### config.mk
export PLATFORM = sky130hd
export DESIGN_NAME = bta_ctrl
export DESIGN_NICKNAME = d
export VERILOG_FILES = /design/src/bta_pkg.sv /design/src/bta_ctrl.sv
export VERILOG_INCLUDE_DIRS = /design/src /design/src/src
export SDC_FILE = /design/constraint.sdc
export NUM_CORES = 1
export LEC_CHECK = 0
export ABC_AREA = 1
export BUFFER_PORTS_ARGS = -buffer_cell sky130_fd_sc_hd__buf_2
export CORE_MARGIN = 10
export CORE_UTILIZATION = 25
export CTS_BUF_LIST = sky130_fd_sc_hd__clkbuf_4 sky130_fd_sc_hd__clkbuf_8 sky130_fd_sc_hd__clkbuf_16
export CTS_CLUSTER_DIAMETER = 50
export CTS_CLUSTER_SIZE = 10
export DETAILED_ROUTE_END_ITERATION = 8
export GPL_TIMING_DRIVEN = 0
export PLACE_DENSITY = 0.44
export SETUP_SLACK_MARGIN = 0.2
export SLEW_MARGIN = 20
export SYNTH_ARGS = -nofsm -noshare
export SYNTH_HDL_FRONTEND = slang
export SYNTH_SLANG_ARGS = --single-unit
### constraint.sdc
create_clock -name clk_i -period 1.5 [get_ports clk_i]
set_input_delay 0.3 -clock clk_i [delete_from_list [all_inputs] [get_ports clk_i]]
set_output_delay 0.3 -clock clk_i [all_outputs]
set_load 0.01 [all_outputs]
### src/boundary_tag_heap_allocator_macros.svh
// -----------------------------------------------------------------------------
// Boundary-tag heap allocator: assertion macros
// Concurrent assertion wrappers, empty when SYNTH is defined.
// -----------------------------------------------------------------------------
`ifndef BOUNDARY_TAG_HEAP_ALLOCATOR_MACROS_SVH
`define BOUNDARY_TAG_HEAP_ALLOCATOR_MACROS_SVH

`ifndef SYNTH
// Same-cycle implication, disabled while reset is asserted.
`define BTA_ASSERT_IMP(lbl, clk, rst_n, ante, cons, msg) \
  lbl: assert property (@(posedge clk) disable iff (!rst_n) (ante) |-> (cons)) \
    else $error(msg);
// Next-cycle implication, disabled while reset is asserted.
`define BTA_ASSERT_NEXT(lbl, clk, rst_n, ante, cons, msg) \
  lbl: assert property (@(posedge clk) disable iff (!rst_n) (ante) |=> (cons)) \
    else $error(msg);
`else
`define BTA_ASSERT_IMP(lbl, clk, rst_n, ante, cons, msg)
`define BTA_ASSERT_NEXT(lbl, clk, rst_n, ante, cons, msg)
`endif

`endif

### src/bta_pkg.sv
// -----------------------------------------------------------------------------
// bta_pkg
// Shared constants, types and helpers of the boundary-tag heap allocator.
// -----------------------------------------------------------------------------
package bta_pkg;

  localparam int unsigned HEAP_WORDS = 4096;
  localparam int unsigned ADDR_W     = $clog2(HEAP_WORDS);
  localparam int unsigned HEAP_BYTES = HEAP_WORDS * 4;
  localparam int unsigned TAG_W      = 16;
  localparam int unsigned END_W      = $clog2(HEAP_BYTES) + 1;
  // internal byte offsets: heap end plus one tag's reach
  localparam int unsigned OFF_W      = END_W + 2;
  localparam int unsigned CLR_W      = ADDR_W + 1;

  localparam int unsigned CMD_W  = 2;
  localparam int unsigned CFG_W  = 15;
  localparam int unsigned REQ_W  = 15;
  localparam int unsigned FOFF_W = 14;
  localparam int unsigned PAY_W  = 14;

  localparam logic [CFG_W-1:0] HEAP_SIZE_RST = CFG_W'(16384);

  typedef enum logic [CMD_W-1:0] {
    CMD_INIT  = 2'd0,
    CMD_ALLOC = 2'd1,
    CMD_FREE  = 2'd2,
    CMD_RSVD  = 2'd3
  } cmd_e;

  typedef enum logic [4:0] {
    S_CLEAR, S_BOOT_H, S_BOOT_T, S_IDLE, S_FMT_H, S_FMT_T,
    S_A_CHECK, S_A_TAG, S_A_P1H, S_A_P1T, S_A_P2H, S_A_P2T,
    S_F_CHECK, S_F_TAG, S_F_PH, S_F_PT, S_F_PREV, S_F_MPH, S_F_MPT,
    S_F_NCHK, S_F_NEXT, S_F_MNH, S_F_MNT, S_DONE
  } state_e;

  typedef enum logic [2:0] {
    MEM_NONE, MEM_CLR, MEM_RD_POS, MEM_RD_PREV, MEM_RD_NEXT, MEM_WR_HEAD, MEM_WR_TAIL,
    MEM_WR_TAIL_RD_PREV
  } mem_e;

  typedef enum logic [3:0] {
    LD_NONE, LD_BOOT, LD_FMT, LD_ALLOC, LD_FREE, LD_RSVD, LD_A_STEP,
    LD_A_FIT, LD_A_SPLIT, LD_F_BLK, LD_F_PREV, LD_F_NEXT
  } ld_e;

  typedef struct packed {
    mem_e mem;
    ld_e  ld;
    logic out_load;
  } ctl_cmd_t;

  typedef struct packed {
    logic clr_done;
    logic pos_ge_end;
    logic null_off;
    logic tag_zero;
    logic a_fit;
    logic a_split;
    logic f_bad;
    logic p_ge4;
    logic prev_merge;
    logic next_in;
    logic next_merge;
    logic out_free;
  } dp_stat_t;

  // Clear the low two bits, raise to 16 bytes, limit to the store.
  function automatic logic [END_W-1:0] eff_size(input logic [CFG_W-1:0] hs);
    logic [CFG_W-1:0] e;
    e = hs & ~CFG_W'(3);
    if (e < CFG_W'(16)) e = CFG_W'(16);
    if (32'(e) > HEAP_BYTES) e = CFG_W'(HEAP_BYTES);
    return END_W'(e);
  endfunction

  // True when a byte offset falls inside the word store.
  function automatic logic in_store(input logic [OFF_W-1:0] off);
    return (off >> (ADDR_W + 2)) == '0;
  endfunction

  localparam logic [END_W-1:0] HEAP_END_RST = eff_size(HEAP_SIZE_RST);

endpackage

### src/bta_ctrl.sv
// -----------------------------------------------------------------------------
// bta_ctrl
// Command sequencer: walks boot, init, allocate, free and reserved words through the datapath.
// -----------------------------------------------------------------------------
`include "boundary_tag_heap_allocator_macros.svh"

module bta_ctrl (
  input  logic                         clk_i,
  input  logic                         rst_ni,
  input  logic                         in_valid_i,
  input  logic [bta_pkg::CMD_W-1:0]    in_cmd_i,
  output logic                         in_ready_o,
  input  bta_pkg::dp_stat_t            stat_i,
  output bta_pkg::ctl_cmd_t            cmd_o
);

  bta_pkg::state_e state_q, state_d;
  bta_pkg::cmd_e   cmd_in;

  assign cmd_in     = bta_pkg::cmd_e'(in_cmd_i);
  assign in_ready_o = (state_q == bta_pkg::S_IDLE);

  always_ff @(posedge clk_i or negedge rst_ni) begin
    if (!rst_ni) begin
      state_q <= bta_pkg::S_CLEAR;
    end else begin
      state_q <= state_d;
    end
  end

  // Next state
  always_comb begin
    state_d = state_q;
    case (state_q)
      bta_pkg::S_CLEAR:   if (stat_i.clr_done) state_d = bta_pkg::S_BOOT_H;
      bta_pkg::S_BOOT_H:  state_d = bta_pkg::S_BOOT_T;
      bta_pkg::S_BOOT_T:  state_d = bta_pkg::S_IDLE;
      bta_pkg::S_IDLE: begin
        if (in_valid_i) begin
          case (cmd_in)
            bta_pkg::CMD_INIT:  state_d = bta_pkg::S_FMT_H;
            bta_pkg::CMD_ALLOC: state_d = bta_pkg::S_A_CHECK;
            bta_pkg::CMD_FREE:  state_d = bta_pkg::S_F_CHECK;
            default:            state_d = bta_pkg::S_DONE;
          endcase
        end
      end
      bta_pkg::S_FMT_H:   state_d = bta_pkg::S_FMT_T;
      bta_pkg::S_FMT_T:   state_d = bta_pkg::S_DONE;
      bta_pkg::S_A_CHECK: state_d = stat_i.pos_ge_end ? bta_pkg::S_DONE : bta_pkg::S_A_TAG;
      bta_pkg::S_A_TAG: begin
        if (stat_i.tag_zero)   state_d = bta_pkg::S_DONE;
        else if (stat_i.a_fit) state_d = bta_pkg::S_A_P1H;
        else                   state_d = bta_pkg::S_A_CHECK;
      end
      bta_pkg::S_A_P1H:   state_d = bta_pkg::S_A_P1T;
      bta_pkg::S_A_P1T:   state_d = stat_i.a_split ? bta_pkg::S_A_P2H : bta_pkg::S_DONE;
      bta_pkg::S_A_P2H:   state_d = bta_pkg::S_A_P2T;
      bta_pkg::S_A_P2T:   state_d = bta_pkg::S_DONE;
      bta_pkg::S_F_CHECK: begin
        state_d = (stat_i.null_off || stat_i.pos_ge_end) ? bta_pkg::S_DONE
                                                          : bta_pkg::S_F_TAG;
      end
      bta_pkg::S_F_TAG:   state_d = stat_i.f_bad ? bta_pkg::S_DONE : bta_pkg::S_F_PH;
      bta_pkg::S_F_PH:    state_d = bta_pkg::S_F_PT;
      bta_pkg::S_F_PT:    state_d = stat_i.p_ge4 ? bta_pkg::S_F_PREV : bta_pkg::S_F_NCHK;
      bta_pkg::S_F_PREV: begin
        state_d = stat_i.prev_merge ? bta_pkg::S_F_MPH : bta_pkg::S_F_NCHK;
      end
      bta_pkg::S_F_MPH:   state_d = bta_pkg::S_F_MPT;
      bta_pkg::S_F_MPT:   state_d = bta_pkg::S_F_NCHK;
      bta_pkg::S_F_NCHK:  state_d = stat_i.next_in ? bta_pkg::S_F_NEXT : bta_pkg::S_DONE;
      bta_pkg::S_F_NEXT:  state_d = stat_i.next_merge ? bta_pkg::S_F_MNH : bta_pkg::S_DONE;
      bta_pkg::S_F_MNH:   state_d = bta_pkg::S_F_MNT;
      bta_pkg::S_F_MNT:   state_d = bta_pkg::S_DONE;
      bta_pkg::S_DONE:    if (stat_i.out_free) state_d = bta_pkg::S_IDLE;
      default:            state_d = bta_pkg::S_CLEAR;
    endcase
  end

  // Datapath commands
  always_comb begin
    cmd_o = '{mem: bta_pkg::MEM_NONE, ld: bta_pkg::LD_NONE, out_load: 1'b0};
    case (state_q)
      bta_pkg::S_CLEAR: begin
        if (stat_i.clr_done) cmd_o.ld  = bta_pkg::LD_BOOT;
        else                 cmd_o.mem = bta_pkg::MEM_CLR;
      end
      bta_pkg::S_BOOT_H, bta_pkg::S_FMT_H, bta_pkg::S_A_P1H, bta_pkg::S_A_P2H,
      bta_pkg::S_F_PH, bta_pkg::S_F_MPH, bta_pkg::S_F_MNH: begin
        cmd_o.mem = bta_pkg::MEM_WR_HEAD;
      end
      bta_pkg::S_BOOT_T, bta_pkg::S_FMT_T, bta_pkg::S_A_P2T,
      bta_pkg::S_F_MPT, bta_pkg::S_F_MNT: begin
        cmd_o.mem = bta_pkg::MEM_WR_TAIL;
      end
      bta_pkg::S_A_P1T: begin
        cmd_o.mem = bta_pkg::MEM_WR_TAIL;
        if (stat_i.a_split) cmd_o.ld = bta_pkg::LD_A_SPLIT;
      end
      bta_pkg::S_F_PT: begin
        // previous block's tail lies below the head, apart from the tail written now
        if (stat_i.p_ge4) cmd_o.mem = bta_pkg::MEM_WR_TAIL_RD_PREV;
        else              cmd_o.mem = bta_pkg::MEM_WR_TAIL;
      end
      bta_pkg::S_IDLE: begin
        if (in_valid_i) begin
          case (cmd_in)
            bta_pkg::CMD_INIT:  cmd_o.ld = bta_pkg::LD_FMT;
            bta_pkg::CMD_ALLOC: cmd_o.ld = bta_pkg::LD_ALLOC;
            bta_pkg::CMD_FREE:  cmd_o.ld = bta_pkg::LD_FREE;
            default:            cmd_o.ld = bta_pkg::LD_RSVD;
          endcase
        end
      end
      bta_pkg::S_A_CHECK: if (!stat_i.pos_ge_end) cmd_o.mem = bta_pkg::MEM_RD_POS;
      bta_pkg::S_A_TAG: begin
        if (!stat_i.tag_zero) begin
          cmd_o.ld = stat_i.a_fit ? bta_pkg::LD_A_FIT : bta_pkg::LD_A_STEP;
        end
      end
      bta_pkg::S_F_CHECK: begin
        if (!(stat_i.null_off || stat_i.pos_ge_end)) cmd_o.mem = bta_pkg::MEM_RD_POS;
      end
      bta_pkg::S_F_TAG:  if (!stat_i.f_bad) cmd_o.ld = bta_pkg::LD_F_BLK;
      bta_pkg::S_F_PREV: if (stat_i.prev_merge) cmd_o.ld = bta_pkg::LD_F_PREV;
      bta_pkg::S_F_NCHK: if (stat_i.next_in) cmd_o.mem = bta_pkg::MEM_RD_NEXT;
      bta_pkg::S_F_NEXT: if (stat_i.next_merge) cmd_o.ld = bta_pkg::LD_F_NEXT;
      bta_pkg::S_DONE:   cmd_o.out_load = stat_i.out_free;
      default: ;
    endcase
  end

  `BTA_ASSERT_IMP(a_tag_after_read, clk_i, rst_ni, state_q == bta_pkg::S_A_TAG, $past(state_q) == bta_pkg::S_A_CHECK, "allocate tag check without a preceding read")
  `BTA_ASSERT_IMP(a_out_slot_free, clk_i, rst_ni, cmd_o.out_load, stat_i.out_free, "result loaded over a waiting word")
  `BTA_ASSERT_IMP(a_idle_no_mem, clk_i, rst_ni, in_ready_o, cmd_o.mem == bta_pkg::MEM_NONE, "store access while taking a word")

endmodule

# After elaboration in Yosys (flattened, before gate mapping)
# Cells that the tools add are included.
# W data, S select, Z words.
dict set report op_classes {
  order_cmp 0
  mux 32
  add_sub_neg 0
  n_mul 0
  n_eq_ne 28
  div 0
  shifts 0
  n_reduce_logical 7
  n_bitwise 0
}
# operator n
set op_table {}
lappend op_table {{$pmux W5 S22} 1}
lappend op_table {{$eq A5 B4 Y1 const B} 8}
lappend op_table {{$eq A5 B5 Y1 const B} 8}
lappend op_table {{$mux W5} 8}
lappend op_table {{$pmux W4 S7} 1}
lappend op_table {{$pmux W3 S7} 1}
lappend op_table {{$eq A5 B3 Y1 const B} 4}
lappend op_table {{$mux W4} 5}
lappend op_table {{$pmux W5 S3} 1}
lappend op_table {{$mux W2} 6}
lappend op_table {{$eq A5 B2 Y1 const B} 2}
lappend op_table {{$mux W3} 3}
lappend op_table {{$pmux W3 S3} 1}
lappend op_table {{$reduce_or A7 Y1} 1}
lappend op_table {{$ne A2 B2 Y1 const B} 3}
lappend op_table {{$reduce_or A6 Y1} 1}
lappend op_table {{$eq A5 B1 Y1 const B} 1}
lappend op_table {{$logic_not A5 Y1} 1}
lappend op_table {{$mux W1} 5}
lappend op_table {{$reduce_and A3 Y1} 1}
lappend op_table {{$reduce_or A3 Y1} 1}
lappend op_table {{$eq A2 B1 Y1 const B} 1}
lappend op_table {{$eq A2 B2 Y1 const B} 1}
lappend op_table {{$logic_not A2 Y1} 1}
lappend op_table {{$logic_or A1 B1 Y1} 1}
dict set report word_totals {
  ramBits 0
  ff_bits 5
  wordCells 68
  output_inout_bits 9
  memories 0
  rom_bits 0
  latchBits 0
  input_bits 17
}

# Longest topological paths before layout
dict set report depth {
  ltp_word 4
  mapped_depth 12
  mapped_depth_nobuf 11
}

# Least setup slack after synthesis
# OpenSTA, ideal clock, no wires.
dict set report synth_timing {
  kind {register to output}
  start {register state_q[0]}
  end {output cmd_o[2] (netlist name)}
  setup_slack_ns -0.095
  t_required_ns 1.200
  arrival_time_ns 1.295
  n_path_buf 1
  path_stages_with_launch 6
  cell_sequence {dfrtp_1 buf_2 nand2_1 inv_2 nand3_2 o311ai_0}
}
# item line
set synth_rtl {}
lappend synth_rtl {{from (decl)} bta_ctrl.sv:17} ;# bta_pkg::state_e state_q, state_d;
lappend synth_rtl {{from (signal assigned)} bta_ctrl.sv:25} ;# state_q <= bta_pkg::S_CLEAR;
lappend synth_rtl {{from (signal assigned)} bta_ctrl.sv:27} ;# state_q <= state_d;
lappend synth_rtl {{to (decl)} bta_ctrl.sv:14} ;# output bta_pkg::ctl_cmd_t cmd_o

==> flow_metrics.tcl <==
set metrics [dict create \
    die_y_um 79.9 \
    cp.arrival_ns 1.66 \
    yosys-top-cells-area "nand2_1, dfrtp_1, nand3_1" \
    hold_ws_ns 0.378 \
    drt-wirelength-per-cell_um 14.7 \
    drtPass1Iterations 4 \
    placed_area_um2 1130 \
    fin_nets 249 \
    maxSlewHeadroom_pct 80.7 \
    antenna_found_initial 0 \
    status "complete, but fails checks" \
    drt_iter0_markers 133 \
    grt_pass1_wl_mm 6.11 \
    tightest_slew_ns 0.287 \
    clk_latency_ns 0.24 \
    cts_root_buf "clkbuf_4" \
    synth_top_cell_by_area "nand2_1" \
    cp_top_family "flip-flops" \
    drive_gt1_share_pct 46.3 \
    critPathKind "reg2out" \
    cts_tree "built" \
    yosys_warnings 0 \
    crit_required_ns 1.20 \
    maxCapViolations 0 \
    grt_use_total_pct 11.6 \
    setup_violations 14 \
    grt-ovfl-total 0 \
    hp-class "in2reg" \
    largest_reg_flops 5 \
    irDropWorstVdd_mv 0.678 \
    grt_pass1_vias 1305 \
    netlist_area_um2 897 \
    htreeDepth 1 \
    die_x_um 79.9 \
    finish.utilization_pct 46.4 \
    wl_mm 4.08 \
    io_pins 26 \
    numCtsBuffers 3 \
    ys_seq_elements 5 \
    path_clk_slew_ns 0.04 \
    top_regs "state_q (5)" \
    cp_max_fo 4 \
    crit_buf_inv 3 \
    vias 1418 \
    cp-start-kind "flop" \
    max_freq_mhz 510 \
    postRouteAntennaNets 0 \
    finalHoldViolCount 0 \
    synth_cell_types 24 \
    syn_area_per_cell_um2 5.16 \
    synth_fp_nets 191 \
    crit_chain "buf_12, buf_4, nand2_2, o22ai_2, nor3_4, o211ai_1, buf_2" \
    syn_inst 174 \
    worst_slack_ns -0.461 \
    areaGrowthSynthToFinish_pct 75.5 \
    core.rowCount 21 \
    synth_top_cell_area_share_pct 19.2 \
    period_share_pct 131 \
    fp.coreArea_um2 3390 \
    power_density_nw_per_um2 2130 \
    finalCriticalPeriod_ns 1.96 \
    post_drt_via_cell_ratio 5.12 \
    critPathSlowestCell "dfrtp_2" \
    power_leakage_nw 0.853 \
    endpoint_kind "output port" \
    n_antenna_cell 0 \
    drc_errors 0 \
    ys_seq_area_share_pct 13.9 \
    critPathMaxStageDelay_ns 0.49 \
    final_area_um2 1570 \
    slew_violations 0 \
    fin_skew_ns 0.00245 \
    cts_buffer_depth 2 \
    dp_hpwl_mm 2.82 \
    grt_max_degree 11 \
    io_buffers 25 \
    gp_congestion 0.906 \
    violations "setup timing" \
    dieArea_um2 6380 \
    rsz0062_at_grt "yes" \
    cts.sinks 5 \
    regMostFlops "state_q" \
    initial_core_util_pct 26.5 \
]
[area by class of cell]
type,instances,area (um^2)
fillers,356,1820
multi-input cells,137,847
repair buffers,51,343
flip-flops and latches,5,130
inverters,30,125
well taps,46,57.6
plain buffers,4,41.3
clock buffers,4,30.0
[repair_timing]
| action | CTS | global route |
|---|---|---|
| gates resized for setup | 27 | 22 |
| hold endpoints to repair | 5 | 0 |
| setup buffers | 13 | 12 |
| pin swaps | 14 | 14 |
| hold buffers | 1 | 0 |
| setup endpoints to repair | 14 | 14 |
| cloned | 1 | 1 |
[routing by layer]
metal	wire length [um]	GRT usage [%]	vias to the layer above
li1	-	-	688
met1	1710	14.4	647
met2	1970	19.3	73
met3	318	2.70	10
met4	80	2.82	0
met5	0	0	-
[cell usage after synthesis]
cell / count
nand2_1: 46
nor2_1: 30
inv_1: 25
nand3_1: 24
nand4_1: 9
dfrtp_1: 5
inv_2: 5
nor3_1: 5
o21ai_0: 4
buf_2: 3
nand3_2: 2
nand3b_1: 2
nor3b_1: 2
o211ai_1: 2
a21oi_1: 1
a31oi_1: 1
buf_4: 1
nor2_2: 1
nor2_4: 1
o2111ai_1: 1
o21ai_1: 1
o22ai_1: 1
o311ai_0: 1
o31ai_1: 1
[cell families (layout without fill, tap and decap cells)]
group	count (synthesis)	after routing	synth area share, %
AND/OR/NAND/NOR	122	124	61.8
buffers and inverters	34	89	15.1
AO/OA/AOI/OAI	13	13	9.21
flip-flops	5	5	13.9
[report_power, final]
part | total [W] | internal, W | leakage (nW) | switching, W
Clock | 0.000174 | 0.000119 | 0.0184 | 0.0000551
Combinational | 0.00282 | 0.00121 | 0.780 | 0.00161
Sequential | 0.000362 | 0.000218 | 0.0546 | 0.000144
[through the flow]
stage               setup TNS, ns  cells  setup WS [ns]  total power (W)
CTS                         -3.84    264         -0.411          0.00283
global placement            -2.23    245         -0.335          0.00220
finish                      -4.36    277         -0.461          0.00336
floorplan                       0    174         0.0282          0.00167
global route                -5.52    277         -0.530          0.00364
detailed placement          -2.14    245         -0.350          0.00219
[final timing paths]
kind                                   startpoint                      to  slack, ns  cells after the start
max                        state_q[1]$_DFFE_PN0P_                cmd_o[5]      -0.46                      7
min                                     stat_i[0]  state_q[2]$_DFFE_PN0P_       0.38                      4
max reg2reg                state_q[1]$_DFFE_PN0P_  state_q[4]$_DFFE_PN0P_      -0.20                     11
min reg2reg                state_q[1]$_DFFE_PN0P_  state_q[0]$_DFFE_PN0P_       0.81                      3
max in group asynchronous                  rst_ni  state_q[2]$_DFFE_PN0P_       0.96                      2
min in group asynchronous                  rst_ni  state_q[0]$_DFFE_PN0P_       0.39                      2
[worst reg2reg max path, cell delays in order, from the launching register on]
cell	delay (ns)
dfrtp_2	0.49
buf_12	0.17
nor2_4	0.15
buf_6	0.12
nand3_2	0.07
nor2_1	0.10
inv_1	0.06
buf_4	0.13
nand3b_1	0.12
inv_2	0.06
nand2_1	0.06
nand2_1	0.05
[cells in the final DEF (no fill, tap or decap), types with 2 or more instances in the layout]
cell	n
nor3_1	2
buf_6	5
inv_2	5
nand3_1	17
nand4_1	9
o211ai_1	2
nor2_2	3
buf_2	25
nand3b_1	2
clkbuf_4	4
inv_1	21
nor3_4	3
inv_4	3
nand3_2	8
dfrtp_2	4
nand2_2	8
nor3b_1	2
o21ai_0	3
buf_4	23
nand2_1	36
nor2_1	25
nor2_4	6
(Power assumes the default switching activity.)
